### src/design/nfed_pkg.sv
package nfed_pkg;

    localparam logic [7:0] START_BYTE = 8'hFF;
    localparam logic [7:0] CMD_CLICK  = 8'h01;
    localparam logic [7:0] CMD_FILE   = 8'h0A;

    // Number of length nibbles that follow the start byte.
    localparam int unsigned LEN_NIBBLES = 4;

    // Payload byte positions of the click coordinates.
    localparam logic [15:0] CLICK_X_FIRST = 16'd2;
    localparam logic [15:0] CLICK_X_LAST  = 16'd5;
    localparam logic [15:0] CLICK_Y_FIRST = 16'd6;
    localparam logic [15:0] CLICK_Y_LAST  = 16'd9;

    typedef enum logic [1:0] {
        PH_IDLE    = 2'd0,
        PH_LENGTH  = 2'd1,
        PH_COMMAND = 2'd2,
        PH_BODY    = 2'd3
    } t_phase;

    typedef enum logic [1:0] {
        EV_CLICK = 2'd0,
        EV_CHAR  = 2'd1,
        EV_EMPTY = 2'd2
    } t_kind;

    typedef struct packed {
        t_kind       kind;
        logic [15:0] x;
        logic [15:0] y;
        logic [7:0]  ch;
        logic        last;
    } t_event;

endpackage

### src/design/nfed_parse.sv
module nfed_parse
    import nfed_pkg::*;
(
    input  logic       i_clk,
    input  logic       i_rst_n,
    input  logic       i_vld,
    input  logic [7:0] i_byte,
    output logic       o_evt_vld,
    output t_event     o_evt
);

    t_phase      r_phase, n_phase;
    logic [15:0] r_len, n_len;
    logic [15:0] r_idx, n_idx;
    logic [7:0]  r_cmd, n_cmd;
    logic [15:0] r_x, n_x;
    logic [15:0] r_y, n_y;
    logic [3:0]  r_hn, n_hn;

    logic [3:0]  nib;
    logic        pay_done;
    logic [15:0] len_m1;
    logic [15:0] file_end;

    assign nib      = i_byte[3:0];
    assign pay_done = ({1'b0, r_idx} + 17'd1) >= {1'b0, r_len};
    assign len_m1   = r_len - 16'd1;
    // Last index of the paired path nibbles: twice the character count.
    assign file_end = {len_m1[15:1], 1'b0};

    always_ff @(posedge i_clk) begin
        if (!i_rst_n) begin
            r_phase <= PH_IDLE;
            r_len   <= '0;
            r_idx   <= '0;
            r_cmd   <= '0;
            r_x     <= '0;
            r_y     <= '0;
            r_hn    <= '0;
        end else if (i_vld) begin
            r_phase <= n_phase;
            r_len   <= n_len;
            r_idx   <= n_idx;
            r_cmd   <= n_cmd;
            r_x     <= n_x;
            r_y     <= n_y;
            r_hn    <= n_hn;
        end
    end

    always_comb begin
        n_phase   = r_phase;
        n_len     = r_len;
        n_idx     = r_idx;
        n_cmd     = r_cmd;
        n_x       = r_x;
        n_y       = r_y;
        n_hn      = r_hn;
        o_evt_vld = 1'b0;
        o_evt     = '{kind: EV_CLICK, x: '0, y: '0, ch: '0, last: 1'b0};

        unique case (r_phase)
            PH_IDLE: begin
                if (i_byte == START_BYTE) begin
                    n_phase = PH_LENGTH;
                    n_len   = '0;
                    n_idx   = '0;
                end
            end
            PH_LENGTH: begin
                n_len = {r_len[11:0], nib};
                if (r_idx == 16'(LEN_NIBBLES - 1)) begin
                    n_idx   = '0;
                    n_phase = (n_len == '0) ? PH_IDLE : PH_COMMAND;
                end else begin
                    n_idx = r_idx + 16'd1;
                end
            end
            PH_COMMAND: begin
                n_cmd = i_byte;
                n_x   = '0;
                n_y   = '0;
                n_hn  = '0;
                if (i_byte == CMD_FILE && r_len <= 16'd2) begin
                    o_evt_vld = 1'b1;
                    o_evt     = '{kind: EV_EMPTY, x: '0, y: '0, ch: '0, last: 1'b1};
                end
                if (pay_done) begin
                    n_phase = PH_IDLE;
                    n_idx   = '0;
                end else begin
                    n_phase = PH_BODY;
                    n_idx   = r_idx + 16'd1;
                end
            end
            PH_BODY: begin
                if (r_cmd == CMD_CLICK) begin
                    if (r_idx >= CLICK_X_FIRST && r_idx <= CLICK_X_LAST) begin
                        n_x = {r_x[11:0], nib};
                    end else if (r_idx >= CLICK_Y_FIRST && r_idx <= CLICK_Y_LAST) begin
                        n_y = {r_y[11:0], nib};
                        if (r_idx == CLICK_Y_LAST) begin
                            o_evt_vld = 1'b1;
                            o_evt     = '{kind: EV_CLICK, x: r_x, y: n_y, ch: '0,
                                          last: 1'b0};
                        end
                    end
                end else if (r_cmd == CMD_FILE) begin
                    if (r_idx >= 16'd1 && r_idx <= file_end) begin
                        if (r_idx[0]) begin
                            n_hn = nib;
                        end else begin
                            o_evt_vld = 1'b1;
                            o_evt     = '{kind: EV_CHAR, x: '0, y: '0, ch: {r_hn, nib},
                                          last: (r_idx == file_end)};
                        end
                    end
                end
                if (pay_done) begin
                    n_phase = PH_IDLE;
                    n_idx   = '0;
                end else begin
                    n_idx = r_idx + 16'd1;
                end
            end
        endcase
    end

    a_len_idx_bound: assert property (@(posedge i_clk) disable iff (!i_rst_n)
        r_phase == PH_LENGTH |-> r_idx < 16'(LEN_NIBBLES))
        else $error("length nibble count out of range");

    a_body_in_frame: assert property (@(posedge i_clk) disable iff (!i_rst_n)
        r_phase == PH_BODY |-> (r_idx != '0 && r_idx < r_len))
        else $error("payload index outside the frame");

    a_evt_needs_beat: assert property (@(posedge i_clk) disable iff (!i_rst_n)
        o_evt_vld && i_vld |-> (r_phase == PH_COMMAND || r_phase == PH_BODY))
        else $error("event raised outside a frame payload");

endmodule

### src/design/nfed_skid.sv
module nfed_skid
    import nfed_pkg::*;
(
    input  logic   i_clk,
    input  logic   i_rst_n,
    input  logic   i_push,
    input  t_event i_evt,
    output logic   o_ready,
    output logic   o_valid,
    output t_event o_evt,
    input  logic   i_stall
);

    logic   r_main_vld;
    logic   r_skid_vld;
    t_event r_main;
    t_event r_skid;
    logic   pop;

    assign pop     = r_main_vld && !i_stall;
    assign o_ready = !r_skid_vld;
    assign o_valid = r_main_vld;
    assign o_evt   = r_main;

    always_ff @(posedge i_clk) begin
        if (!i_rst_n) begin
            r_main_vld <= 1'b0;
            r_skid_vld <= 1'b0;
        end else if (pop) begin
            if (r_skid_vld) begin
                r_main_vld <= 1'b1;
                r_skid_vld <= 1'b0;
            end else begin
                r_main_vld <= i_push;
            end
        end else if (i_push) begin
            if (!r_main_vld) begin
                r_main_vld <= 1'b1;
            end else begin
                r_skid_vld <= 1'b1;
            end
        end
    end

    always_ff @(posedge i_clk) begin
        if (pop) begin
            if (r_skid_vld) begin
                r_main <= r_skid;
            end else if (i_push) begin
                r_main <= i_evt;
            end
        end else if (i_push) begin
            if (!r_main_vld) begin
                r_main <= i_evt;
            end else begin
                r_skid <= i_evt;
            end
        end
    end

    a_skid_behind_main: assert property (@(posedge i_clk) disable iff (!i_rst_n)
        r_skid_vld |-> r_main_vld)
        else $error("skid entry held without a main entry");

    a_no_push_when_full: assert property (@(posedge i_clk) disable iff (!i_rst_n)
        r_skid_vld |-> !i_push)
        else $error("event pushed into a full output buffer");

endmodule

### src/design/nibble_frame_event_deframer_top.sv
// Deframes a nibble-coded byte stream into click and file-path events. It takes one byte
// per cycle while not stalled and reaches one result per byte: a byte is registered at the
// input, decoded against the frame state in one pass, and its event, if any, lands in a
// two-entry output register. The input stalls only when both output entries are full; a
// click gives one event on its tenth payload byte, a file frame one character per nibble
// pair and an empty-path event on the command byte when the length is one or two.
module nibble_frame_event_deframer_top
    import nfed_pkg::*;
(
    input  logic        i_clk,
    input  logic        i_rst_n,
    input  logic        i_valid,
    output logic        o_stall,
    input  logic [7:0]  i_rx_byte,
    output logic        o_valid,
    input  logic        i_stall,
    output logic [1:0]  o_event_kind,
    output logic [15:0] o_click_x,
    output logic [15:0] o_click_y,
    output logic [7:0]  o_path_char,
    output logic        o_path_last
);

    logic       r_in_vld;
    logic [7:0] r_in_byte;
    logic       buf_ready;
    logic       go;
    logic       evt_vld;
    t_event     evt;
    t_event     out_evt;

    assign o_stall = r_in_vld && !buf_ready;
    assign go      = r_in_vld && buf_ready;

    always_ff @(posedge i_clk) begin
        if (!i_rst_n) begin
            r_in_vld <= 1'b0;
        end else if (!o_stall) begin
            r_in_vld <= i_valid;
        end
    end

    always_ff @(posedge i_clk) begin
        if (!o_stall) begin
            r_in_byte <= i_rx_byte;
        end
    end

    nfed_parse u_parse (
        .i_clk     (i_clk),
        .i_rst_n   (i_rst_n),
        .i_vld     (go),
        .i_byte    (r_in_byte),
        .o_evt_vld (evt_vld),
        .o_evt     (evt)
    );

    nfed_skid u_skid (
        .i_clk   (i_clk),
        .i_rst_n (i_rst_n),
        .i_push  (go && evt_vld),
        .i_evt   (evt),
        .o_ready (buf_ready),
        .o_valid (o_valid),
        .o_evt   (out_evt),
        .i_stall (i_stall)
    );

    assign o_event_kind = out_evt.kind;
    assign o_click_x    = out_evt.x;
    assign o_click_y    = out_evt.y;
    assign o_path_char  = out_evt.ch;
    assign o_path_last  = out_evt.last;

endmodule

### config.mk
export PLATFORM = sky130hd
export DESIGN_NAME = nibble_frame_event_deframer_top
export DESIGN_NICKNAME = d
export VERILOG_FILES = /design/src/design/nfed_pkg.sv /design/src/design/nfed_parse.sv /design/src/design/nfed_skid.sv /design/src/design/nibble_frame_event_deframer_top.sv
export SDC_FILE = /design/constraint.sdc
export NUM_CORES = 1
export LEC_CHECK = 0
export ABC_AREA = 1
export BUFFER_PORTS_ARGS = -buffer_cell sky130_fd_sc_hd__buf_4
export CAP_MARGIN = 20
export CORE_UTILIZATION = 57
export CTS_BUF_LIST = sky130_fd_sc_hd__clkbuf_4 sky130_fd_sc_hd__clkbuf_8
export DETAILED_ROUTE_END_ITERATION = 10
export PLACE_DENSITY = 0.79
export SETUP_SLACK_MARGIN = 0.4
export SKIP_CTS_REPAIR_TIMING = 1
export SYNTH_ARGS = -nofsm -noshare
export SYNTH_HDL_FRONTEND = slang
export SYNTH_HIERARCHICAL = 1
export SYNTH_SLANG_ARGS = --single-unit
### constraint.sdc
create_clock -name i_clk -period 6 [get_ports i_clk]
set_clock_uncertainty 0.15 [all_clocks]
set_input_delay 1.2 -clock i_clk [delete_from_list [all_inputs] [get_ports i_clk]]
set_output_delay 1.2 -clock i_clk [all_outputs]
set_load 0.1 [all_outputs]
# Word level (Yosys, flattened, before mapping)
# Index checks and enable logic that the tools add are counted.
# word_totals
reg_bits	171
latchBits	0
ram_bits	0
romBits	0
in_bits	12
out_inout_bits	45
elab_cells	133
mem_count	0
# op_classes
addsub	3
mul	0
div	0
order_cmp	8
eq_ne	22
n_shift	0
n_mux	49
bitwise_logic	2
reduce_logical	28
# op_table
op	n
$mux 43	11
$pmux 43 s2	1
$mux 16	5
$pmux 16 s2	2
$pmux 16 s3	1
$mux 42	1
$mux 41	1
$mux 12	3
$pmux 12 s2	1
$ne 2x1->1 const B	9
$add 16x1->17 const B	1
$ge 17x16->1	1
$add 16x1->16 const B	1
$eq 16x16->1	1
$eq 16x2->1 const B	1
$eq 16x4->1 const B	1
$eq 8x4->1 const B	2
$ge 16x1->1 const B	1
$ge 16x2->1 const B	1
$ge 16x3->1 const B	1
$le 16x16->1	1
$le 16x2->1 const B	1
$le 16x3->1 const B	1
$le 16x4->1 const B	1
other kinds (24)	62

# Depth between registers and ports, before layout
# depth
ltp_word	11
ltp_mapped	23
ltp_nobuf	22

# By module
# Netlist, hierarchy kept.
# by_module_without_submodules
mod	instances	cells_each	area_per_inst_um2
nfed_parse	1	758	4974.8
nfed_skid	1	240	3303.2
nibble_frame_event_deframer_top	1	19	305.3

# Least setup slack after synthesis
# OpenSTA, ideal clock, no wires.
# synth_timing
kind	register to register
from	register u_parse.r_len[1]
to	register u_skid.r_main (netlist bit u_skid/o_evt[0]) (enable)
setup_ps	509
t_arrival_ps	5841
setup_slack_ps	-500
path_stages_with_launch	24
path_buffers	1
cell_sequence	dfxtp_1 > inv_1 > ha_1 > nand2_1 > nor2_1 > nand2_1 > nor2_2 > nand3_1 > nor3_2 > xor2_1 > ha_1 > nand2_1 > nor2_1 > and2_1 > nand2_1 > nand2_1 > nand2_1 > nand3_1 > buf_2 > nand3b_1 > inv_1 > nor2_1 > inv_1 > a21boi_0
# synth_via
elab_chain_cells	10
word_cells_on_any_way	14
# synth_rtl
item	line	text
start: declaration	nfed_parse.sv:13	logic [15:0] r_len, n_len;
start signal: assignment	nfed_parse.sv:42	r_len <= n_len;
$sub 16x1->16	nfed_parse.sv:27	assign len_m1 = r_len - 16'd1;
$le 16x16->1	nfed_parse.sv:109	if (r_idx >= 16'd1 && r_idx <= file_end) begin
$logic_and 1x1->1	nfed_parse.sv:109	
$mux 1	nfed_parse.sv:109	
$mux 1	nfed_parse.sv:108	end else if (r_cmd == CMD_FILE) begin
$mux 1	nfed_parse.sv:97	if (r_cmd == CMD_CLICK) begin
$pmux 1 s2 (*)	nfed_parse.sv:62	unique case (r_phase)
net evt_vld	nibble_frame_event_deframer_top.sv:28	logic evt_vld;
$logic_and 1x1->1 (*)	nibble_frame_event_deframer_top.sv:61	.i_push (go && evt_vld),
$reduce_bool 2->1 (no source line)	--	
$reduce_and 3->1 (no source line) (*)	--	
end signal: assignment	nfed_skid.sv:48	r_main <= r_skid;
end signal: assignment	nfed_skid.sv:50	r_main <= i_evt;
end signal: assignment	nfed_skid.sv:54	r_main <= i_evt;
end: declaration	nfed_skid.sv:16	t_event r_main;
# Mark *: on every way through the listed nets, which the timed path passes. The rest lies on a longest branch.
# A chain may end at the register's enable or synchronous reset.

# Final worst setup path
# layout_timing
from	register u_parse.r_len[1]
to	register u_skid.r_main (netlist bit u_skid/o_evt[22]) (enable)
# The elaborated chain is that of the path after synthesis.

==> metrics.csv <==
stage;metric;value;unit
yosys;Seq/Total Area, Yosys;0.508;
placement;RePlAce Congestion;0.925;
critical_path;Startpoint Class;flop;
pwr;VDD IR-drop max;0.000122;V
yosys;syn nets;1066;
detailed_routing;TritonRoute pass-1 iters;7;
clock_tree;CTS Root Cell;clkbuf_8;
timing;Hold Worst Slack;309;ps
timing;minimum clock period;4720;ps
timing;endpoints failing hold;0;
critical_path;CP max FO;29;
detailed_routing;Via density;5.25;
cells_and_area;NumNets Final;1107;
yosys;synthesized flop and latch total;171;
yosys;main combinational cell family by area after synthesis;simple AND/OR/NAND/NOR gates;
global_route;initial antenna violation count;0;
global_route;vias in the first global route;6100;
cells_and_area;Synth-to-Final Area Change;9.46;%
yosys;Yosys top cell by area;edfxtp_1;
worst_hold_path;worst hold start;u_parse/r_x[13]$_SDFFE_PN0P_;
yosys;mean post-synth cell area;8.44;um^2
critical_path;worst reg2reg path endpoint;u_skid/o_evt[22]$_DFFE_PP_;
detailed_routing;final WL;17300;um
floorplanning;Rows;44;
critical_path;flop2flop setup slack;1280;ps
critical_path;CP Capture Type;flop;
floorplanning;chip height;125;um
floorplanning;Initial Utilization;0.588;
clock_tree;clock sink total;171;
floorplanning;core area;14600;um^2
yosys;Async SR Flop Fraction;0;
worst_hold_path;hold depth;2;
yosys;mux cell area share after synthesis;0;
cells_and_area;post-route core utilization;0.644;
clock_tree;CTS max path bufs;2;
global_route;GRT overflow;0;
timing;slew margin rel.;0.337;
yosys;Post-Synth Simple-Gate Area;0.207;
cells_and_area;share of cells above drive strength 1;0.119;
yosys;Cell variety after synth;43;
yosys;Commonest cells post-synth;nand2_1 (206), inv_1 (165), nor2_1 (113);
timing;Final TNS setup;0;ps
critical_path;worst flop-to-flop path startpoint;u_parse/r_len[1]$_SDFFE_PN0P_;
timing;achievable frequency;212;MHz
global_route;largest net degree at the start of global routing;88;
critical_path;WP data required;5980;ps
yosys;top-area cell type share of the netlist area;0.329;
timing;worst slew pin tran;989;ps
timing;RSZ-0062 raised after global routing;no;
yosys;complex-gate fraction of the synthesized area;0.105;
detailed_routing;Vias;6588;
pwr;leakage power;0.00408;uW
yosys;Yosys warning count;6;
yosys;mapped cell area;8580;um^2
floorplanning;die width;125;um
yosys;ys flop type;edfxtp_1;
floorplanning;IO Pins;57;
critical_path;Crit Path Class;reg2reg;
placement;PortBufs;56;
floorplanning;die area;15600;um^2
yosys;synth top area cells;edfxtp_1 (33%), dfxtp_1 (18%), nand2_1 (9.0%), inv_1 (7.2%), ha_1 (5.4%);
pwr;pwr dens;212;nW/um^2
timing;fin crit share;0.787;
detailed_routing;# DRC;0;
yosys;post-synthesis xor/xnor area fraction;0.0235;
yosys;number of enable flip-flop cells after synthesis;94;
detailed_routing;routed len/inst;13.8;um
placement;hpwl dp;12100;um
global_route;first-pass GRT wire length;29200;um
timing;pins over their slew limit;0;
clock_tree;H-Tree Depth;4;
worst_hold_path;HP Class;reg2reg;
global_route;Total GRT Usage;0.236;
cells_and_area;n_diodes;0;
yosys;Adder-Cell Fraction of Synth Area;0.0539;
clock_tree;CTS tree;yes;
timing;final setup fails;0;
clock_tree;total CTS buffers;17;
cells_and_area;Layout fillers;1206;
yosys;most instantiated library cell after synthesis;nand2_1;
detailed_routing;Antenna Nets Post-Route;0;
run;Max Cap Viol;0;
critical_path;R2R depth;22;
clock_tree;Worst-path clk slew;90;ps
detailed_routing;Iteration-0 DRC Markers;611;
critical_path;WP data arrival;4700;ps
yosys;Synth Instances;1017;
status;outcome;finished, final reports clean;
worst_hold_path;Hold EP;u_parse/r_x[13]$_SDFFE_PN0P_;
clock_tree;Skew-Pair Late Insertion Delay;460;ps
critical path, stage by stage (launching register included):
cell and delay [ps]:
dfxtp_1 350, inv_1 130, ha_1 200, nand2_1 60, nor2_1 230, nand2_1 170
nor2_2 150, nand3_1 180, nor3_2 180, xor2_1 160, ha_1 240, nand2_1 80
o21ai_0 110, a21oi_1 130, nand2_1 60, nand2_1 70, nand3_1 330, nand3b_1 200
inv_1 50, nor2_1 160, inv_1 100, a21boi_4 440, buf_4 430
placed cells by master, fill, tap and decap left out, types with 22 or more instances in the layout:
master    synthesis  final
a21oi_1          84     84
buf_4             1     62
dfxtp_1          77     77
edfxtp_1         94     94
ha_1             37     37
inv_1           165    165
nand2_1         206    206
nand3_1          24     24
nor2_1          113    112
nor3_1           25     25
o21ai_0          38     38
o21ai_1          33     33
xor2_1           22     22
worst max path at each step:
stage | from | end | slack (ps) | cells after the start
after floorplan | u_parse/r_len[1]$_SDFFE_PN0P_ | u_skid/o_evt[0]$_DFFE_PP_ | 630 | 23
after global placement | u_parse/r_len[1]$_SDFFE_PN0P_ | u_skid/o_evt[19]$_DFFE_PP_ | 1570 | 23
after detailed placement | u_parse/r_len[1]$_SDFFE_PN0P_ | u_skid/o_evt[19]$_DFFE_PP_ | 1350 | 23
after CTS | u_parse/r_len[1]$_SDFFE_PN0P_ | u_skid/o_evt[22]$_DFFE_PP_ | 1270 | 23
after global routing | u_parse/r_len[1]$_SDFFE_PN0P_ | u_skid/o_evt[22]$_DFFE_PP_ | 800 | 22
final | u_parse/r_len[1]$_SDFFE_PN0P_ | u_skid/o_evt[22]$_DFFE_PP_ | 1280 | 22
layout make-up:
| type | count | area [um^2] | share of cell area |
|---|---|---|---|
| Clock inverter | 15 | 119 | 0.0127 |
| Sequential cell | 171 | 4360 | 0.465 |
| Clock buffer | 17 | 234 | 0.0249 |
| Multi-Input combinational cell | 639 | 3360 | 0.357 |
| Timing Repair Buffer | 62 | 465 | 0.0495 |
| Inverter | 167 | 627 | 0.0667 |
| Tap cell | 184 | 230 | 0.0245 |
cells by family after synthesis:
family / after synthesis
simple gates: 409
buf+inv: 207
flops: 171
compound gates: 170
fa+ha+maj: 37
xor+xnor: 23
layer usage:
metal | global-route usage | vias to the layer above | share of wire
met2 | 0.369 | 216 | 0.45
met4 | 0.0836 | 0 | 0.017
met1 | 0.327 | 2980 | 0.47
li1 | - | 3366 | -
met3 | 0.0438 | 26 | 0.054
met5 | 0 | - | 0
state kept, by name (all words and copies together) (netlist names), 8 cells and up:
name           count
r_in_byte          8
u_parse/r_cmd      8
u_parse/r_idx     16
u_parse/r_len     16
u_parse/r_x       16
u_parse/r_y       12
u_skid/o_evt      43
u_skid/r_skid     43
through the flow:
step / worst slack [ps] / instance area [um^2] / total power (uW) / cells
floorplan: 634 / 8580 / 1270 / 1017
global placement: 1570 / 9040 / 1280 / 1223
detailed placement: 1350 / 9040 / 1280 / 1223
CTS: 1270 / 9400 / 2010 / 1255
global route: 804 / 9400 / 2060 / 1255
finish: 1280 / 9400 / 1990 / 1255
power breakdown:
group	switching (uW)	internal (uW)
Sequential	2.85	1230
Clock	437	295
Combinational	19.8	8.94
Power figures use the tool's default switching activity.
